==> config.mk <==
export PLATFORM = sky130hd
export DESIGN_NAME = whc_cordic_cell
export DESIGN_NICKNAME = d
export VERILOG_FILES = /design/src/design/assert_macros.svh /design/src/design/whc_pkg.sv /design/src/design/whc_cordic_cell.sv
export SDC_FILE = /design/constraint.sdc
export NUM_CORES = 1
export LEC_CHECK = 0
export ABC_AREA = 1
export BUFFER_PORTS_ARGS = -buffer_cell sky130_fd_sc_hd__buf_4
export CORE_ASPECT_RATIO = 1.75
export CORE_MARGIN = 2
export CORE_UTILIZATION = 57
export CTS_CLUSTER_DIAMETER = 200
export DETAILED_ROUTE_END_ITERATION = 8
export PLACE_DENSITY = 0.82
export SYNTH_ARGS = -nofsm -noshare
export SYNTH_HDL_FRONTEND = slang
export SYNTH_SLANG_ARGS = --single-unit
==> constraint.sdc <==
create_clock -name clock -period 4.8 [get_ports clock]
set_clock_uncertainty 0.15 [all_clocks]
set_input_delay 0.96 -clock clock [delete_from_list [all_inputs] [get_ports clock]]
set_output_delay 0.96 -clock clock [all_outputs]
set_load 0.005 [all_outputs]
==> src/design/assert_macros.svh <==
// Assertion macros shared by the waypoint heading controller RTL.
// Simulation builds get concurrent assertions; builds with SYNTH defined get nothing.
`ifndef ASSERT_MACROS_SVH
`define ASSERT_MACROS_SVH
`ifndef SYNTH
`define WHC_ASSERT(label, clk, rst, prop, msg) \
   label: assert property (@(posedge clk) disable iff (rst) prop) else $error(msg);
`define WHC_ASSERT_NORST(label, clk, prop, msg) \
   label: assert property (@(posedge clk) prop) else $error(msg);
`else
`define WHC_ASSERT(label, clk, rst, prop, msg)
`define WHC_ASSERT_NORST(label, clk, prop, msg)
`endif
`endif

==> src/design/whc_pkg.sv <==
// Types and constants of the waypoint heading controller.
// No dependencies; every module file refers to it by scoped names.
package whc_pkg;

   localparam int XY_W = 28;
   localparam int Z_W = 28;
   localparam int ERR_W = 18;
   localparam int MAX_STAGES = 20;

   localparam logic signed [Z_W-1:0] PI_Q24 = 28'sd52707179;
   localparam logic signed [Z_W-1:0] ROUND_HALF = 28'sd1024;
   localparam logic signed [ERR_W-1:0] PI_Q13 = 18'sd25736;
   localparam logic signed [ERR_W-1:0] TWO_PI_Q13 = 18'sd51472;

   localparam logic signed [Z_W-1:0] ATAN_TAB [MAX_STAGES] = '{
      28'sd13176795, 28'sd7778716, 28'sd4110060, 28'sd2086331, 28'sd1047214,
      28'sd524117, 28'sd262123, 28'sd131069, 28'sd65536, 28'sd32768,
      28'sd16384, 28'sd8192, 28'sd4096, 28'sd2048, 28'sd1024,
      28'sd512, 28'sd256, 28'sd128, 28'sd64, 28'sd32
   };

   localparam logic [2:0] REG_WAYPOINT_0 = 3'd0;
   localparam logic [2:0] REG_WAYPOINT_1 = 3'd1;
   localparam logic [2:0] REG_WAYPOINT_2 = 3'd2;
   localparam logic [2:0] REG_WAYPOINT_3 = 3'd3;
   localparam logic [2:0] REG_TURN_THRESHOLD = 3'd4;
   localparam logic [2:0] REG_TURN_RATE = 3'd5;
   localparam logic [2:0] REG_FORWARD_SPEED = 3'd6;
   localparam logic [2:0] REG_ARRIVAL_RADIUS = 3'd7;

   typedef struct packed {
      logic [3:0][31:0] waypoint;
      logic [14:0] turn_threshold;
      logic [14:0] turn_rate;
      logic [14:0] forward_speed;
      logic [14:0] arrival_radius;
   } cfg_type;

   localparam cfg_type CFG_RESET = '{
      waypoint: '{3: 32'd0, 2: 32'd5120, 1: 32'd1006638080, 0: 32'd1006632960},
      turn_threshold: 15'd3277,
      turn_rate: 15'd1229,
      forward_speed: 15'd38,
      arrival_radius: 15'd256
   };

   typedef struct packed {
      logic signed [XY_W-1:0] x;
      logic signed [XY_W-1:0] y;
      logic signed [Z_W-1:0] z;
      logic zero;
      logic signed [15:0] heading;
      logic [1:0] target;
      logic arrive;
   } stage_type;

endpackage

==> src/design/whc_cordic_cell.sv <==
// One CORDIC vectoring micro-rotation with its pipeline register.
// Depends on whc_pkg for the stage record and the arctangent table.
module whc_cordic_cell #(
   parameter int STAGE = 0
) (
   input  logic clock,
   input  logic reset,
   input  logic advance,
   input  logic in_valid,
   input  whc_pkg::stage_type in_data,
   output logic out_valid,
   output whc_pkg::stage_type out_data
);

   logic valid_ff, valid_in;
   whc_pkg::stage_type data_ff, data_in;
   logic signed [whc_pkg::XY_W-1:0] x_shift, y_shift;
   logic y_positive;

   always_comb begin
      x_shift = in_data.x >>> STAGE;
      y_shift = in_data.y >>> STAGE;
      y_positive = !in_data.y[whc_pkg::XY_W-1] && (in_data.y != '0);
      data_in = in_data;
      if (y_positive) begin
         data_in.x = in_data.x + y_shift;
         data_in.y = in_data.y - x_shift;
         data_in.z = in_data.z + whc_pkg::ATAN_TAB[STAGE];
      end else begin
         data_in.x = in_data.x - y_shift;
         data_in.y = in_data.y + x_shift;
         data_in.z = in_data.z - whc_pkg::ATAN_TAB[STAGE];
      end
      valid_in = advance ? in_valid : valid_ff;
   end

   always_ff @(posedge clock) begin
      if (reset) begin
         valid_ff <= 1'b0;
      end else begin
         valid_ff <= valid_in;
      end
   end

   always_ff @(posedge clock) begin
      if (advance) begin
         data_ff <= data_in;
      end
   end

   assign out_valid = valid_ff;
   assign out_data = data_ff;

endmodule

# Word level (Yosys, flattened, before mapping)

Cells that the tools add are included.

Mux-type cells: 1
Add/sub/neg operators: 5
Reduce and logical (&&, ||, !) cells: 3

Operators with widths:

| cell                                                                   | number |
|---|---|
| 84-bit two-way mux                                                     | 1 |
| 28-bit subtractor                                                      | 2 |
| 28-bit by 25-bit adder with 28-bit output (second input constant)      | 1 |
| 28-bit adder                                                           | 1 |
| 28-bit nonzero test                                                    | 1 |
| 28-bit by 25-bit subtractor with 28-bit output (second input constant) | 1 |
| 1-bit logical AND                                                      | 1 |
| 1-bit logical NOT                                                      | 1 |

Bits in registers: 105
Output and inout bits: 105
Word-level logic and storage cells: 17

# Logic depth before layout (Yosys ltp)

Gate-level depths: netlist (run 1).

Word-level depth: 3
Depth in mapped cells: 22
Gate-level depth less buffers: 21

# Worst setup path after synthesis (run 1)

No wires, ideal clock.

Path kind: input port to flip-flop
From: input in_data[49] in the netlist's numbering
To: register data_ff, in the netlist out_data[46] (data pin)
Setup time: 0.252 ns
Data required time: 4.398 ns
Slack: 0.952 ns
Data arrival time: 3.446 ns
Cell stages on the path: 20
Buffers on the path: 2
Path through: inv_2 nand2_1 nor2_1 nand2_1 nor2_2 nand2_4 nand2_8 buf_2 buf_1 ha_1 a21oi_1 inv_1 nand4_1 nand2_1 a21oi_2 nor2_1 nor2_1 nand2_1 nand2_1 nand2_1

RTL lines:

| element              | line                  | source |
|---|---|---|
| start, declared      | whc_cordic_cell.sv:10 | `input whc_pkg::stage_type in_data,` |
| end signal, assigned | whc_cordic_cell.sv:47 | `data_ff <= data_in;` |
| end, declared        | whc_cordic_cell.sv:16 | `whc_pkg::stage_type data_ff, data_in;` |

==> flow_summary.toml, run 1 <==
[setup_path]
start_kind = "input pin"
crit_path_frequent_cell = "nand2_1"
cp_max_fo = 31
startpoint = "in_data[74]"
cp_slowest_stage_delay_ns = 0.32
r2r_end = "out_valid$_SDFFE_PP0P_"
crit_chain = "buf_4 > inv_2 > nand2_1 > nor2_1 > nand2_1 > nor2_2 > nand2_4 > nand2_8 > ha_1 > a21oi_1 > o21ai_0 > nor2_1 > nor2_1 > nor2_2 > nand2_1 > nand2_1 > nand2_1"
crit_end = "out_data[44]$_DFFE_PP_"
slowest_stage = "ha_1"
end_kind = "flop"
r2r_start = "out_valid$_SDFFE_PP0P_"
rrSetupSlack_ns = 4.05
cp.arrival_ns = 3.76
criticalPathCategory = "in2reg"
reg2reg_depth = 2
required_ns = 4.76

[power_and_ir_drop]
p_int_w = 0.00207
leakagePower_nw = 6.24
pwr-share-clk_pct = 23.6
vdd_drop_max_v = 0.000211
pwr-share-seq_pct = 37.2
power_density_mw_per_mm2 = 260
p_sw_w = 0.00117
swShare_pct = 36.1
share_comb_of_total_power_pct = 39.2

[sta]
holdWs_ns = 0.382
maxSlewHeadroom_pct = 28.3
hold_viol_final = 0
fmax_ghz = 0.264
finalSetupViolCount = 0
tns_ns = 0
period_share_pct = 79.1
slew_viol_final = 0
rsz0062_at_grt = "false"
fin_crit_ns = 3.79
worst_slew_pin_slew_ns = 1.08

[layout]
layout-drive-gt1-share_pct = 18.9
final_area_sq_mm = 0.0125
nets = 1866
final_common_cell = "nand2_1"
antenna_cells = 0
instances_no_fill = 1901
area_delta_synth_final_pct = 19.8
layout_common_cells = "nand2_1 (327), buf_4 (221), inv_1 (218)"

[drt]
remaining_drc_errors = 0
first_iter_violations = 774
viasPerCell = 5.68
firstDrtPassIters = 6
vias = 10800
avgRoutedWirePerCell_um = 18.6
ant_nets = 0
wirelength_mm = 35.4

[floorplanning]
num_rows = 65
die_area_sq_mm = 0.0194
core_sq_mm = 0.0180
fp.dieW_um = 106
die_h_um = 183
start_util_pct = 58.0
ios = 213

[grt]
track_usage_pct = 36.3
grt_max_degree = 88
grt_pass1_vias = 10600
grt_pass1_wl_mm = 54.4
antenna_found_initial = 0
grt-ovfl-total = 0

[clock_tree]
post_cts_buffers = 0
cts_buffers = 9
path_clk_slew_ns = 0.08
cts_tree = "yes"
ctsResizeCount = 0
clock_path_buffers = 2
htreeDepth = 3
ctsHoldBuffers = 0
cts-root-buf = "clkbuf_16"
clock_sinks = 104
insertion_delay_ns = 0.35

[placed_design]
placed_area_sq_mm = 0.0122
place_congestion = 1.00
dp_cells = 1885
io_buffers = 212
dp_hpwl_mm = 29.8

[yosys]
synth_cell_types = 52
synth_fp_nets = 1673
synth_top_family_by_area = "simple AND/OR/NAND/NOR gates"
synth_edf_count = 103
synthFlopType = "edfxtp_1"
synth-seq-area-share_pct = 29.9
netlist_area_sq_mm = 0.0104
synthArstFlopShare_pct = 0
synth_mux_area_share_pct = 0.192
synth_fa_ha_area_share_pct = 11.7
post_synth_xor_area_fraction_pct = 5.29
syn_area_per_cell_sq_um = 7.10
synth_warnings = 0
synth-simple-area-share_pct = 26.6
synth_seq_cells = 104
syn_inst = 1469
synth-compound-area-share_pct = 15.9

[worst_hold_path]
hold_path.class = "reg2reg"

[outcome]
outcome = "complete, no violations"

[job]
cap_violations = 0
==> state kept, by name, summed over array words and instances, names as in the netlist <==
| signal | count |
|---|---|
| out_data | 103 |
| out_valid | 1 |
==> power groups by stage <==
stage	Combinational [W]	Sequential, W	Clock [W]
2_1_floorplan	0.000697	0.00122	0
3_3_place_gp	0.00122	0.00123	0
3_5_place_dp	0.00125	0.00123	0
4_1_cts	0.00125	0.00121	0.000770
5_1_grt	0.00139	0.00121	0.000798
6_report	0.00127	0.00121	0.000767
==> worst min-delay path by stage <==
stage	from	to	slack, ns	depth (start not counted)
final	out_valid$_SDFFE_PP0P_	out_valid$_SDFFE_PP0P_	0.38	2
after global routing	out_valid$_SDFFE_PP0P_	out_valid$_SDFFE_PP0P_	0.40	2
after CTS	out_valid$_SDFFE_PP0P_	out_valid$_SDFFE_PP0P_	0.39	2
after detailed placement	out_valid$_SDFFE_PP0P_	out_valid$_SDFFE_PP0P_	0.37	2
after global placement	out_valid$_SDFFE_PP0P_	out_valid$_SDFFE_PP0P_	0.34	2
after floorplan	out_valid$_SDFFE_PP0P_	out_valid$_SDFFE_PP0P_	0.33	2
==> stage by stage <==
| stage | total power (W) | util (%) | setup WS (ns) |
|---|---|---|---|
| floorplan | 0.00192 | - | 0.952 |
| global placement | 0.00245 | 67.7 | 0.721 |
| detailed placement | 0.00247 | 67.7 | 0.735 |
| CTS | 0.00323 | 69.5 | 1.10 |
| global route | 0.00340 | 69.5 | 0.849 |
| finish | 0.00325 | 69.5 | 1.01 |
==> metal layers <==
| layer | vias up | track usage, % | routed length, um |
|---|---|---|---|
| met5 | - | 0 | 0 |
| met4 | 0 | 25.0 | 2660 |
| met3 | 145 | 3.06 | 2050 |
| met2 | 544 | 68.6 | 18600 |
| met1 | 4923 | 37.0 | 12100 |
| li1 | 5190 | - | - |
==> final cells by class <==
cell class / instances / area (sq um)
multi-input cells: 1090 / 6220
fillers: 1581 / 5480
flip-flops and latches: 104 / 3110
repair buffers: 221 / 1660
inverters: 236 / 886
well taps: 234 / 293
clock buffers: 10 / 229
clock inverters: 6 / 86.3
==> Yosys cell counts (all sizes together), types with 2 or more instances <==
master | instances | share of area [%]
nand2 | 348 | 13
inv | 234 | 8.4
nor2 | 146 | 5.7
a21oi | 134 | 6.6
o21ai | 107 | 5.2
nand3 | 106 | 5.6
edfxtp | 103 | 30
ha | 93 | 11
xor2 | 61 | 5.1
buf | 28 | 1.6
o21a | 13 | 0.94
nor3 | 12 | 0.58
clkbuf | 11 | 0.40
nand4 | 10 | 0.60
o21bai | 8 | 0.61
a21boi | 7 | 0.61
a31oi | 7 | 0.42
or2 | 7 | 0.42
a21o | 3 | 0.22
a22oi | 3 | 0.22
fa | 3 | 0.58
nor4 | 3 | 0.18
o2111ai | 3 | 0.25
o211ai | 3 | 0.22
o41ai | 3 | 0.25
clkinv | 2 | 0.072
mux2i | 2 | 0.19
nand3b | 2 | 0.14
xnor2 | 2 | 0.17
==> kinds of logic after synthesis <==
family / Yosys count
adders and majority gates: 96
muxes: 2
and+or+nand+nor: 634
AOI/OAI and AO/OA: 295
buffers and inverters: 275
DFF: 104
xor gates and xnor gates: 63
==> critical path: cells and delay by family <==
family / cells / cell delay [ns]
simple gates: 12 / 1.71
fa+ha+maj: 1 / 0.32
compound gates: 2 / 0.45
buf+inv: 2 / 0.29
No activity file was read; power rests on OpenSTA's default activity.
==> run 2: changes to the inputs <==
- clock period: 4.8 -> 3.7 ns (I/O delays scaled with it)
==> run 2 against run 1 <==
Final cell count increased by 1.0%. Wire length increased by 0.62%. Via count increased by 0.50%. Sequential share of layout area decreased by 0.29 points. Sequential cell count unchanged. Clock power increased by 25%. Setup slack got worse by 0.68 ns. Critical path depth unchanged. Register-to-register slack got worse by 1.1 ns. Critical path type unchanged. First-iteration DRC count increased by 23%.
==> flow_summary.toml, run 2 (synthesized netlist as in run 1, its figures left out) <==
[outcome]
outcome = "complete, no violations"

[layout]
largest_reg_flops = 103
layout_common_cells = "nand2_1 (327), buf_4 (239), inv_1 (218)"
layout-drive-gt1-share_pct = 19.9
nets = 1885
nFillCells = 1575
final_common_cell = "nand2_1"
area_delta_synth_final_pct = 21.2
antenna_cells = 0

[sta]
worst_slew_pin_slew_ns = 0.760
maxSlewHeadroom_pct = 48.8
tns_ns = 0
finalSetupViolCount = 0
slew_viol_final = 0
fmax_ghz = 0.296
period_share_pct = 91.3
hold_viol_final = 0
fin_crit_ns = 3.38
holdWs_ns = 0.377
rsz0062_at_grt = "false"

[drt]
avgRoutedWirePerCell_um = 18.6
firstDrtPassIters = 6
ant_nets = 0
first_iter_violations = 955
wirelength_mm = 35.6
remaining_drc_errors = 0
viasPerCell = 5.65
vias = 10900

[clock_tree]
insertion_delay_ns = 0.34
ctsHoldBuffers = 0
clock_sinks = 104
ctsResizeCount = 0
path_clk_slew_ns = 0.07
cts_buffers = 9
clock_path_buffers = 2
htreeDepth = 3
cts-root-buf = "clkbuf_16"
post_cts_buffers = 0
cts_tree = "yes"

[job]
cap_violations = 0

[placed_design]
place_congestion = 1.04
dp_hpwl_mm = 30.2
io_buffers = 212

[setup_path]
cp_slowest_stage_delay_ns = 0.32
required_ns = 3.65
start_kind = "input pin"
crit_chain = "buf_4 > inv_1 > nand2_1 > nor2_1 > nand2_1 > nor2_2 > nand2_4 > nand2_8 > ha_1 > a21oi_1 > nand2_1 > a21oi_1 > nor2_1 > nor2_1 > nand2_1 > nand2_1 > nand2_1"
slowest_stage = "ha_1"
cp_max_fo = 20
cp_top_family = "simple AND/OR/NAND/NOR gates"
cp.arrival_ns = 3.32
path_buf_inv = 2
crit_path_frequent_cell = "nand2_1"
criticalPathCategory = "in2reg"
end_kind = "flop"

[power_and_ir_drop]
power_density_mw_per_mm2 = 332
p_sw_w = 0.00150
p_int_w = 0.00270
share_comb_of_total_power_pct = 39.9
pwr-share-seq_pct = 37.3
vdd_drop_max_v = 0.000223
leakagePower_nw = 6.33
pwr-share-clk_pct = 22.9
swShare_pct = 35.8

[grt]
grt_pass1_vias = 10700
grt_pass1_wl_mm = 54.1
use_met1_pct = 35.7
grt_max_degree = 59
busiest_layer = "met2"
gr-usage-met3_pct = 3.45
track_usage_pct = 36.1
grt-ovfl-total = 0
antenna_found_initial = 0
grtUsageMet2_pct = 68.6

[floorplanning]
num_rows = 65
ios = 213
fp.dieW_um = 106
start_util_pct = 58.0
core_sq_mm = 0.0180
die_h_um = 183
die_area_sq_mm = 0.0194

[worst_hold_path]
hold_path.class = "reg2reg"
run 2: cell count changes in the layout (fill, tap and decap cells not counted):
cell	previous run	this run
buf_12	0	1
buf_4	221	239
clkbuf_1	1	0
clkinv_2	0	2
clkinvlp_4	0	1
inv_8	2	0
run 2: through the flow:
stage	total power, W	cells	setup WS [ns]	instance area, sq um	utilization (%)
floorplan	0.00249	1469	0.0716	10400	-
global placement	0.00320	1904	0.170	12300	68.6
detailed placement	0.00323	1904	0.0705	12300	68.6
CTS	0.00418	1920	0.471	12600	70.3
global route	0.00442	1920	0.242	12600	70.3
finish	0.00420	1920	0.323	12600	70.3
run 2: power by group through the flow:
| stage | Clock [W] | Sequential, W | Combinational [W] |
|---|---|---|---|
| 3_3_place_gp | 0 | 0.00159 | 0.00161 |
| 6_report | 0.000960 | 0.00157 | 0.00167 |
| 4_1_cts | 0.000978 | 0.00157 | 0.00164 |
| 3_5_place_dp | 0 | 0.00159 | 0.00164 |
| 5_1_grt | 0.00102 | 0.00158 | 0.00183 |
| 2_1_floorplan | 0 | 0.00158 | 0.000904 |
run 2: worst reg2reg max path, cell delays in order (launching register included):
cell,delay (ns)
dfxtp_1,0.32
mux2i_1,0.12
nor2_1,0.05
run 2: per-layer routing:
metal,vias to the layer above,share of wire [%]
li1,5212,-
met1,4969,33
met2,528,53
met3,147,5.6
met4,0,8.0
met5,-,0
run 2: area by class of cell:
cell class                      count  area (sq um)  area share (%)
Sequential cell                   104          3110            24.6
Inverter                          236           886            7.01
Timing Repair Buffer              240          1810            14.4
Multi-Input combinational cell   1090          6220            49.3
Clock buffer                        9           225            1.78
Tap cell                          234           293            2.32
Clock inverter                      7          81.3           0.644
run 2: worst paths after layout:
path	from	to	slack, ns	depth (start not counted)
max	in_data[63]	out_data[43]$_DFFE_PP_	0.32	17
min	out_valid$_SDFFE_PP0P_	out_valid$_SDFFE_PP0P_	0.38	2
max reg2reg	out_valid$_SDFFE_PP0P_	out_valid$_SDFFE_PP0P_	2.95	2
min reg2reg	out_valid$_SDFFE_PP0P_	out_valid$_SDFFE_PP0P_	0.38	2
