**src/design/assert_macros.svh**
```systemverilog
// Assertion macros shared by the waypoint heading controller RTL.
// Simulation builds get concurrent assertions; builds with SYNTH defined get nothing.
`ifndef ASSERT_MACROS_SVH
`define ASSERT_MACROS_SVH
`ifndef SYNTH
`define WHC_ASSERT(label, clk, rst, prop, msg) \
   label: assert property (@(posedge clk) disable iff (rst) prop) else $error(msg);
`define WHC_ASSERT_NORST(label, clk, prop, msg) \
   label: assert property (@(posedge clk) prop) else $error(msg);
`else
`define WHC_ASSERT(label, clk, rst, prop, msg)
`define WHC_ASSERT_NORST(label, clk, prop, msg)
`endif
`endif

```
**src/design/whc_pkg.sv**
```systemverilog
// Types and constants of the waypoint heading controller.
// No dependencies; every module file refers to it by scoped names.
package whc_pkg;

   localparam int XY_W = 28;
   localparam int Z_W = 28;
   localparam int ERR_W = 18;
   localparam int MAX_STAGES = 20;

   localparam logic signed [Z_W-1:0] PI_Q24 = 28'sd52707179;
   localparam logic signed [Z_W-1:0] ROUND_HALF = 28'sd1024;
   localparam logic signed [ERR_W-1:0] PI_Q13 = 18'sd25736;
   localparam logic signed [ERR_W-1:0] TWO_PI_Q13 = 18'sd51472;

   localparam logic signed [Z_W-1:0] ATAN_TAB [MAX_STAGES] = '{
      28'sd13176795, 28'sd7778716, 28'sd4110060, 28'sd2086331, 28'sd1047214,
      28'sd524117, 28'sd262123, 28'sd131069, 28'sd65536, 28'sd32768,
      28'sd16384, 28'sd8192, 28'sd4096, 28'sd2048, 28'sd1024,
      28'sd512, 28'sd256, 28'sd128, 28'sd64, 28'sd32
   };

   localparam logic [2:0] REG_WAYPOINT_0 = 3'd0;
   localparam logic [2:0] REG_WAYPOINT_1 = 3'd1;
   localparam logic [2:0] REG_WAYPOINT_2 = 3'd2;
   localparam logic [2:0] REG_WAYPOINT_3 = 3'd3;
   localparam logic [2:0] REG_TURN_THRESHOLD = 3'd4;
   localparam logic [2:0] REG_TURN_RATE = 3'd5;
   localparam logic [2:0] REG_FORWARD_SPEED = 3'd6;
   localparam logic [2:0] REG_ARRIVAL_RADIUS = 3'd7;

   typedef struct packed {
      logic [3:0][31:0] waypoint;
      logic [14:0] turn_threshold;
      logic [14:0] turn_rate;
      logic [14:0] forward_speed;
      logic [14:0] arrival_radius;
   } cfg_type;

   localparam cfg_type CFG_RESET = '{
      waypoint: '{3: 32'd0, 2: 32'd5120, 1: 32'd1006638080, 0: 32'd1006632960},
      turn_threshold: 15'd3277,
      turn_rate: 15'd1229,
      forward_speed: 15'd38,
      arrival_radius: 15'd256
   };

   typedef struct packed {
      logic signed [XY_W-1:0] x;
      logic signed [XY_W-1:0] y;
      logic signed [Z_W-1:0] z;
      logic zero;
      logic signed [15:0] heading;
      logic [1:0] target;
      logic arrive;
   } stage_type;

endpackage

```
**src/design/whc_out.sv**
```systemverilog
// Back end: bearing rounding, heading error wrap, turn decision and the result register.
// Depends on whc_pkg and on assert_macros.svh for its checks.
`include "assert_macros.svh"

module whc_out (
   input  logic clock,
   input  logic reset,
   input  logic in_valid,
   input  whc_pkg::stage_type in_data,
   input  whc_pkg::cfg_type cfg,
   output logic advance,
   output logic rsp_valid,
   input  logic rsp_stall,
   output logic [14:0] rsp_linear_cmd,
   output logic signed [15:0] rsp_angular_cmd,
   output logic [1:0] rsp_target_index,
   output logic rsp_finished,
   output logic rsp_last
);

   localparam int ERR_W = whc_pkg::ERR_W;

   logic err_valid_ff, err_valid_in;
   logic signed [ERR_W-1:0] err_ff, err_in;
   logic [1:0] err_target_ff, err_target_in;
   logic err_arrive_ff, err_arrive_in;

   logic rsp_valid_ff, rsp_valid_in;
   logic [14:0] rsp_linear_cmd_ff, rsp_linear_cmd_in;
   logic signed [15:0] rsp_angular_cmd_ff, rsp_angular_cmd_in;
   logic [1:0] rsp_target_index_ff, rsp_target_index_in;
   logic rsp_finished_ff, rsp_finished_in;
   logic rsp_last_ff, rsp_last_in;
   logic fin_pend_ff, fin_pend_in;

   logic signed [whc_pkg::Z_W-1:0] z_round;
   logic signed [16:0] bearing;
   logic signed [ERR_W-1:0] err_raw;
   logic [ERR_W-1:0] err_abs;
   logic signed [15:0] turn;
   logic out_free;

   always_comb begin
      z_round = in_data.z + whc_pkg::ROUND_HALF;
      bearing = in_data.zero ? 17'sd0 : z_round[whc_pkg::Z_W-1:11];
      err_raw = ERR_W'(bearing) - ERR_W'(in_data.heading);
      if (err_raw > whc_pkg::PI_Q13) begin
         err_in = err_raw - whc_pkg::TWO_PI_Q13;
      end else if (err_raw < -whc_pkg::PI_Q13) begin
         err_in = err_raw + whc_pkg::TWO_PI_Q13;
      end else begin
         err_in = err_raw;
      end
      err_target_in = in_data.target;
      err_arrive_in = in_data.arrive;

      out_free = !rsp_valid_ff || !rsp_stall;
      advance = out_free && !fin_pend_ff;
      err_valid_in = advance ? in_valid : err_valid_ff;

      err_abs = err_ff[ERR_W-1] ? ERR_W'(-err_ff) : ERR_W'(err_ff);
      if (err_abs < {3'b0, cfg.turn_threshold}) begin
         turn = 16'sd0;
      end else if (!err_ff[ERR_W-1]) begin
         turn = $signed({1'b0, cfg.turn_rate});
      end else begin
         turn = -$signed({1'b0, cfg.turn_rate});
      end

      rsp_valid_in = rsp_valid_ff && rsp_stall;
      rsp_linear_cmd_in = rsp_linear_cmd_ff;
      rsp_angular_cmd_in = rsp_angular_cmd_ff;
      rsp_target_index_in = rsp_target_index_ff;
      rsp_finished_in = rsp_finished_ff;
      rsp_last_in = rsp_last_ff;
      fin_pend_in = fin_pend_ff;
      if (fin_pend_ff) begin
         if (out_free) begin
            rsp_valid_in = 1'b1;
            rsp_linear_cmd_in = '0;
            rsp_angular_cmd_in = '0;
            rsp_finished_in = 1'b1;
            rsp_last_in = 1'b1;
            fin_pend_in = 1'b0;
         end
      end else if (advance) begin
         rsp_valid_in = err_valid_ff;
         rsp_linear_cmd_in = cfg.forward_speed;
         rsp_angular_cmd_in = turn;
         rsp_target_index_in = err_target_ff;
         rsp_finished_in = 1'b0;
         rsp_last_in = !err_arrive_ff;
         fin_pend_in = err_valid_ff && err_arrive_ff;
      end
   end

   always_ff @(posedge clock) begin
      if (reset) begin
         err_valid_ff <= 1'b0;
         rsp_valid_ff <= 1'b0;
         fin_pend_ff <= 1'b0;
      end else begin
         err_valid_ff <= err_valid_in;
         rsp_valid_ff <= rsp_valid_in;
         fin_pend_ff <= fin_pend_in;
      end
   end

   always_ff @(posedge clock) begin
      if (advance) begin
         err_ff <= err_in;
         err_target_ff <= err_target_in;
         err_arrive_ff <= err_arrive_in;
      end
      rsp_linear_cmd_ff <= rsp_linear_cmd_in;
      rsp_angular_cmd_ff <= rsp_angular_cmd_in;
      rsp_target_index_ff <= rsp_target_index_in;
      rsp_finished_ff <= rsp_finished_in;
      rsp_last_ff <= rsp_last_in;
   end

   assign rsp_valid = rsp_valid_ff;
   assign rsp_linear_cmd = rsp_linear_cmd_ff;
   assign rsp_angular_cmd = rsp_angular_cmd_ff;
   assign rsp_target_index = rsp_target_index_ff;
   assign rsp_finished = rsp_finished_ff;
   assign rsp_last = rsp_last_ff;

   `WHC_ASSERT(a_pend_holds_first, clock, reset, fin_pend_ff |-> rsp_valid_ff && !rsp_last_ff, "stop pending without a held driving result")
   `WHC_ASSERT(a_stop_follows, clock, reset, rsp_valid_ff && !rsp_last_ff && !rsp_stall |=> rsp_valid_ff && rsp_finished_ff, "stop result did not follow the arrival result")
   `WHC_ASSERT(a_silent_after_stop, clock, reset, rsp_valid_ff && rsp_finished_ff && !rsp_stall |=> !rsp_valid_ff && !err_valid_ff, "result produced after the stop command")

endmodule

```
**config.mk**
```make
export PLATFORM = sky130hd
export DESIGN_NAME = whc_out
export DESIGN_NICKNAME = d
export VERILOG_FILES = /design/src/design/whc_pkg.sv /design/src/design/whc_out.sv
export VERILOG_INCLUDE_DIRS = /design/src /design/src/design
export SDC_FILE = /design/constraint.sdc
export NUM_CORES = 1
export LEC_CHECK = 0
export BUFFER_PORTS_ARGS = -buffer_cell sky130_fd_sc_hd__buf_2
export CAP_MARGIN = 10
export CORE_MARGIN = 2
export CORE_UTILIZATION = 29
export DETAILED_ROUTE_END_ITERATION = 10
export SLEW_MARGIN = 10
export SYNTH_ARGS = -nofsm -noshare
export SYNTH_HDL_FRONTEND = slang
export SYNTH_SLANG_ARGS = --single-unit
```
**constraint.sdc**
```tcl
create_clock -name clock -period 4.23 [get_ports clock]
set_input_delay 0.423 -clock clock [delete_from_list [all_inputs] [get_ports clock]]
set_output_delay 0.423 -clock clock [all_outputs]
set_load 0.01 [all_outputs]
```
Word level (Yosys, flattened, before mapping)
Cells that the tools add are included.
{ "op_classes": {"n_shift": 0, "bitwise_logic": 1, "reduce_logical": 11, "multipliers": 0, "div": 0, "n_eq_ne": 1, "mux": 23, "n_addsub": 6, "n_lt_le_gt_ge": 3} }
{ "ops": {"columns": ["op", "n"], "rows": [
  ["$mux W16", 5],
  ["$mux W18", 3],
  ["$mux W15", 3],
  ["$add A28 B12 Y28 const B", 1],
  ["$add A18 B17 Y18 const B", 1],
  ["$gt A18 B16 Y1 const B", 1],
  ["$lt A18 B15 Y1", 1],
  ["$lt A18 B16 Y1 const B", 1],
  ["$neg A18 Y18", 1],
  ["$sub A17 B16 Y18", 1],
  ["$sub A18 B17 Y18 const B", 1],
  ["$mux W17", 1],
  ["$neg A15 Y16", 1],
  ["$mux W1", 11],
  ["$logic_not A1 Y1", 4],
  ["$reduce_and A2 Y1", 2],
  ["$logic_and A1 B1 Y1", 3],
  ["$ne A2 B1 Y1 const B", 1],
  ["$reduce_bool A2 Y1", 1],
  ["$logic_or A1 B1 Y1", 1],
  ["$not A1 Y1", 1]
]} }
{ "totals": {"ram_bits": 0, "regBits": 59, "memories": 0, "latchBits": 0, "input_bits": 296, "rom_bits": 0} }

Logic depth before layout (Yosys ltp)
{ "logic_depth": {"ltp_word": 6, "ltp_mapped": 22, "mapped_depth_nobuf": 20} }

Worst setup path before layout
No wires, ideal clock.
{ "synth_path": {"path_kind": "in2reg", "start": "input port in_data[19] (netlist bit)", "end": "register err_ff[8], data pin", "stages": 19, "setup_slack_ns": 0.044, "setup_time_ns": 0.276, "t_arrival_ns": 3.910, "n_path_buf": 3, "cell_sequence": "clkbuf_1 -> clkbuf_1 -> nor2_1 -> ha_1 -> nor2b_1 -> o2111a_1 -> or4_1 -> nor2b_1 -> inv_1 -> ha_1 -> inv_1 -> a21o_1 -> a21oi_1 -> o211ai_1 -> a211oi_1 -> o41ai_2 -> buf_4 -> a32oi_1 -> xor2_1"} }
{ "synth_between": {"elab_chain_len": 5} }
{ "synth_rtl": {"columns": ["item", "line", "source"], "rows": [
  ["start: declaration", "whc_out.sv:9", "input whc_pkg::stage_type in_data,"],
  ["$mux W17 (*)", "whc_out.sv:45", "bearing = in_data.zero ? 17'sd0 : z_round[whc_pkg::Z_W-1:11];"],
  ["$sub A17 B16 Y18 (*)", "whc_out.sv:46", "err_raw = ERR_W'(bearing) - ERR_W'(in_data.heading);"],
  ["$add A18 B17 Y18 or $lt A18 B16 Y1 (tied branches)", "whc_out.sv:50, whc_out.sv:49", null],
  ["$mux W18", "whc_out.sv:49", "end else if (err_raw < -whc_pkg::PI_Q13) begin"],
  ["$mux W18 (*)", "whc_out.sv:47", "if (err_raw > whc_pkg::PI_Q13) begin"],
  ["named net err_in[8]", "whc_out.sv:24", "logic signed [ERR_W-1:0] err_ff, err_in;"],
  ["end signal: assignment", "whc_out.sv:111", "err_ff <= err_in;"],
  ["end: declaration", "whc_out.sv:24", null]
]} }
The timed path passes the listed nets; every way through them passes the cells marked *.
A chain may end at the register's enable or synchronous reset.

Worst setup path in the final report
{ "layout_path": {"start": "input port in_data[30] (netlist bit)", "end": "register err_ff[5], data pin"} }
{ "layout_between": {"elab_chain_len": 6} }
{ "layout_rtl": {"columns": ["item", "line", "source"], "rows": [
  ["$add A28 B12 Y28 (*)", "whc_out.sv:44", "z_round = in_data.z + whc_pkg::ROUND_HALF;"],
  ["$mux W17 (*)", "whc_out.sv:45", null],
  ["$sub A17 B16 Y18 (*)", "whc_out.sv:46", null],
  ["$add A18 B17 Y18 or $lt A18 B16 Y1 (tied branches)", "whc_out.sv:50, whc_out.sv:49", null],
  ["$mux W18", "whc_out.sv:49", null],
  ["$mux W18 (*)", "whc_out.sv:47", null],
  ["named net err_in[5]", "whc_out.sv:24", null]
]} }
Marked as above.

==> results.txt <==
- Result of the run: completed
- Max-cap violations: 0
* Dominant cells by area after synthesis: sky130_fd_sc_hd__edfxtp_1, sky130_fd_sc_hd__ha_1, sky130_fd_sc_hd__xnor2_1, sky130_fd_sc_hd__xor2_1, sky130_fd_sc_hd__inv_1
* Worst reg2reg endpoint: rsp_angular_cmd[13]
- Buffers inserted to repair hold after CTS numbered 0.
- Fraction of met2 tracks used by global routing: about a fifth
- GRT Resource Usage Total: between 10% and 20%
- Post-synthesis cell type count: between 70 and 80
- The Yosys step of the flow raised 0 warnings.
- Worst vdd ir: ~0.3 mV
- Once layout is done, the placed cells without fillers occupy slightly below 7000 sq um.
- Vias in the first global route: ~4300
- The cell family contributing the most delay on the critical path is compound AO/OA/AOI/OAI gates.
- After detailed routing, the number of remaining DRC violations is 0.
- Once layout is complete, the utilization of the core stands at 39.9%.
- The die covers 18800 sq um.
* Vias per Instance: 4.66
- Of the total synthesized cell area, the portion taken by full adders, half adders and majority gates is under 10%.
- R2r worst-path depth: 13
* Row count: between 40 and 50
- Post-synthesis sequential element count: a little under 60
* Vias post-DR: between 4000 and 5000
- WL/cell: 13.3 um
* Crit-path max cell delay: ~0.45 ns
- In this run the count of I/O pins placed on the die edge is approximately 330.
- After layout, the worst path uses between 90 and 100% of the clock period.
- Headroom to the max-slew limit came out at between 50% and 60%.
- For this design the static power due to leakage is 0.00312 uW.
- Cell type contributing the most total cell area after synthesis: sky130_fd_sc_hd__edfxtp_1
- The routed design has about 13 mm of wire.
- Placer Congestion: between 0.8 and 0.9
- Averaged over all synthesized cells, the footprint is 9.00 sq um.
- Worst slew pin tran: a little over 0.7 ns
* Area of placed instances: about 6600 sq um
- Vert. Die Dim: 137 um
* First-pass iteration count of the detailed router: 5
- The HPWL after detailed placement is between 10 and 15 mm.
- The portion of synthesized area spent on multiplexers is around 1.1%.
* Crit-path cells: buf_2 -> ha_2 -> xnor2_1 -> nor2_1 -> ha_1 -> nor2b_1 -> o2111a_1 -> or4_1 -> nor2b_1 -> inv_1 -> ha_1 -> inv_1 -> a21o_1 -> a21oi_2 -> o211ai_1 -> a211oi_2 -> buf_4 -> o41ai_2 -> buf_4 -> buf_4 -> o31a_1
- Entering global routing, the biggest net connects 34 pins.
* Longest Clk Path Bufs: 2
- Main combinational cell family by area after synthesis: compound AO/OA/AOI/OAI gates
* Part of the Yosys area used for sequential elements: approximately a third
- Met3 GRT Util: roughly 5.0%
- Counting the buffers created by CTS gives 9.
* Worst-path clk slew: roughly 0.050 ns
- Total core area: about 17000 sq um
- Cell type with the highest occurrence count on the critical path: sky130_fd_sc_hd__buf_4
* Worst flop-to-flop path startpoint: err_ff[0]
- The final number of max-transition violations is 0.
- In the synthesized netlist, the number of instances is 570.
- Number of port buffers: roughly 120
- For this run, the leading register cell type out of synthesis is sky130_fd_sc_hd__edfxtp_1.
* Critical path data arrival time: 4.08 ns
* Post-layout total power: around 3200 uW
- The slowest stage of the critical path belongs to the cell sky130_fd_sc_hd__or4_1.
* Fin crit period: 4.00 ns
* Required time of the critical path: ~4.3 ns
- Source of the worst hold timing path: in_data[1]
* Layer with the highest usage after global routing: met2
* Level count of the clock H-tree: 3
- For this run, global-route usage on met1 was measured as about a fifth.
- Die extent in x: ~140 um
- The min-delay analysis places its worst path in the category in2reg.
* Synth Area in Compound Gates: a little over a fifth
- The top cell type by area accounts for 32.8% of the synthesized area.
- The initial antenna violation count is 1.
- Worst-path fanout max: 12
* Relative area change from synthesis to final layout: 34.3%
* Post-Route Skew: ~0.0048 ns
* Gr ovfl total: 0
* Wire length of the first global-routing pass: 20.8 mm
* Register-to-Register Setup Slack: 0.64 ns
- The hold violation count in the final report is 0.
* Capture endpoint of the worst hold path: err_target_ff[0]
* Iteration-0 DRC Markers: 211
* Asr flop ratio synth: 0%
- Starting density of the core: 29.7%
- Setup violations, final: 0
- RSZ-0062 raised after global routing: no
* Synthesized-area fraction occupied by and/or/nand/nor cells: a little under a fifth
- When the netlist entered floorplanning its net count stood at slightly above 900.
* CTS sink count: 59
- Critical path start-end classification: in2reg
* Clock insertion delay at the later pin of the skew report: 0.33 ns
- The most critical setup path has its startpoint at in_data[30].
- Pwr/cell area: 457 nW/um^2
* Buffers and inverters on the worst path: 6
* Final net count: between 1000 and 1500
- Critical Path Sink Type: flip-flop
* Fraction of layout cells with a size suffix above 1: a little under a third
- Based on the critical path, the design can be clocked at up to approximately 0.25 GHz.
* Post-synth EDFFs: 56
* Clock tree root buffer cell: sky130_fd_sc_hd__clkbuf_16
* CTS tree: built
- Summing the areas of all xor and xnor instances in the mapped netlist gives 10.4% of the synthesized area.
- After synthesis the cells add up to 5130 sq um.
* Antenna-violating nets left: 0
* Startpoint type of the worst setup path: input pin
- Worst hold stages: 1
worst register-to-register path, cell delays in order (launching register included):
cell and delay, ns:
sky130_fd_sc_hd__edfxtp_1 0.38, sky130_fd_sc_hd__inv_1 0.09, sky130_fd_sc_hd__nand2_1 0.07, sky130_fd_sc_hd__or4b_2 0.70, sky130_fd_sc_hd__o31ai_1 0.31, sky130_fd_sc_hd__xnor2_1 0.16, sky130_fd_sc_hd__ha_1 0.27, sky130_fd_sc_hd__a21oi_1 0.14
sky130_fd_sc_hd__nor2b_1 0.06, sky130_fd_sc_hd__o21ai_0 0.14, sky130_fd_sc_hd__nand2b_1 0.07, sky130_fd_sc_hd__a221oi_1 0.25, sky130_fd_sc_hd__a41o_1 0.56, sky130_fd_sc_hd__nor2_1 0.12
state kept, by name, indices dropped and copies added (netlist names):
signal            flops
err_valid_ff          1
rsp_target_index      2
fin_pend_ff           1
rsp_angular_cmd      16
err_target_ff         2
err_ff               18
rsp_valid             1
err_arrive_ff         1
rsp_finished          1
rsp_last              1
rsp_linear_cmd       15
final cells by class:
| class | instances | area [sq um] |
|---|---|---|
| fillers | 1777 | 10400 |
| clock inverters | 6 | 56.3 |
| inverters | 51 | 191 |
| flip-flops and latches | 59 | 1740 |
| diodes | 1 | 2.50 |
| repair buffers | 207 | 1250 |
| multi-input cells | 443 | 3150 |
| clock buffers | 10 | 229 |
| well taps | 225 | 282 |
cell usage after synthesis, drive strengths merged (6+ instances only):
| library cell | n |
|---|---|
| o31ai | 8 |
| nor2b | 21 |
| nand3 | 17 |
| a211oi | 6 |
| o211ai | 6 |
| clkbuf | 13 |
| or3 | 10 |
| o21ai | 28 |
| nand2b | 11 |
| ha | 38 |
| xor2 | 25 |
| and3 | 9 |
| a21oi | 31 |
| o41ai | 7 |
| nor2 | 49 |
| nand2 | 42 |
| nor3 | 11 |
| inv | 51 |
| xnor2 | 36 |
| a21o | 7 |
| a22oi | 8 |
| edfxtp | 56 |
layer usage:
| metal | vias to the layer above | wire [um] | part of all wire, % |
|---|---|---|---|
| met5 | - | 0 | 0 |
| met4 | 0 | 208 | 1.6 |
| met3 | 14 | 1550 | 12 |
| met2 | 118 | 5390 | 41 |
| met1 | 2053 | 6130 | 46 |
| li1 | 2485 | - | - |
how the worst max path moves through the flow:
stage                endpoint  cells past startpoint  slack [ns]
floorplan           err_ff[8]                     19        0.04
global placement    err_ff[5]                     21       -0.18
detailed placement  err_ff[5]                     21       -0.24
CTS                 err_ff[5]                     21        0.10
global route        err_ff[5]                     21       0.002
finish              err_ff[5]                     21        0.23
cell usage in the layout (no fill, tap or decap), types with 3 or more instances in the layout:
cell type and n:
sky130_fd_sc_hd__a211oi_1 4, sky130_fd_sc_hd__a22oi_1 8, sky130_fd_sc_hd__edfxtp_1 56, sky130_fd_sc_hd__buf_4 84
sky130_fd_sc_hd__o21ai_0 27, sky130_fd_sc_hd__a21oi_1 29, sky130_fd_sc_hd__mux2i_1 3, sky130_fd_sc_hd__nand2_1 42
sky130_fd_sc_hd__o22ai_1 3, sky130_fd_sc_hd__xnor2_1 36, sky130_fd_sc_hd__a21o_1 7, sky130_fd_sc_hd__nand2b_1 11
sky130_fd_sc_hd__buf_2 123, sky130_fd_sc_hd__xor2_1 25, sky130_fd_sc_hd__o31ai_1 8, sky130_fd_sc_hd__o41ai_1 6
sky130_fd_sc_hd__ha_1 37, sky130_fd_sc_hd__or4_1 3, sky130_fd_sc_hd__nor3_1 11, sky130_fd_sc_hd__dfxtp_1 3
sky130_fd_sc_hd__clkbuf_16 9, sky130_fd_sc_hd__and2_1 5, sky130_fd_sc_hd__clkinv_2 3, sky130_fd_sc_hd__or3_1 10
sky130_fd_sc_hd__o211ai_1 3, sky130_fd_sc_hd__a31oi_1 3, sky130_fd_sc_hd__nand4_1 4, sky130_fd_sc_hd__o21bai_1 3
sky130_fd_sc_hd__nor2_1 48, sky130_fd_sc_hd__inv_1 51, sky130_fd_sc_hd__and3_1 9, sky130_fd_sc_hd__a32oi_1 3
sky130_fd_sc_hd__nand3_1 17, sky130_fd_sc_hd__o2111ai_1 3, sky130_fd_sc_hd__o211ai_2 3, sky130_fd_sc_hd__nor2b_1 21
logic make-up after synthesis:
| kind of cell | count (synthesis) |
|---|---|
| AOI/OAI and AO/OA | 147 |
| xor gates and xnor gates | 61 |
| and+or+nand+nor | 191 |
| DFF | 59 |
| adders and majority gates | 39 |
| muxes | 5 |
| buffers and inverters | 68 |
report_power, final:
part           leakage (uW)  switching (uW)  internal (uW)
Clock              0.000140             238            449
Combinational       0.00236             781            669
Sequential         0.000617             128            885
Total               0.00312            1150           2000
through the flow:
step                      TNS (ns)  setup slack, ns  instances  hold WS, ns
final                            0            0.230       1002        0.269
after global routing             0          0.00166       1001        0.262
after CTS                        0            0.104        999        0.256
after detailed placement     -1.75           -0.244        983        0.405
after global placement      -0.880           -0.181        983        0.401
after floorplan                  0           0.0439        570        0.400
timing repair:
item / 4_1_cts / 5_1_grt
buffers inserted: 0 / 2
resized for setup: 0 / 7
endpoints found under the setup margin: 0 / 13
No activity file was read; power rests on OpenSTA's default activity.
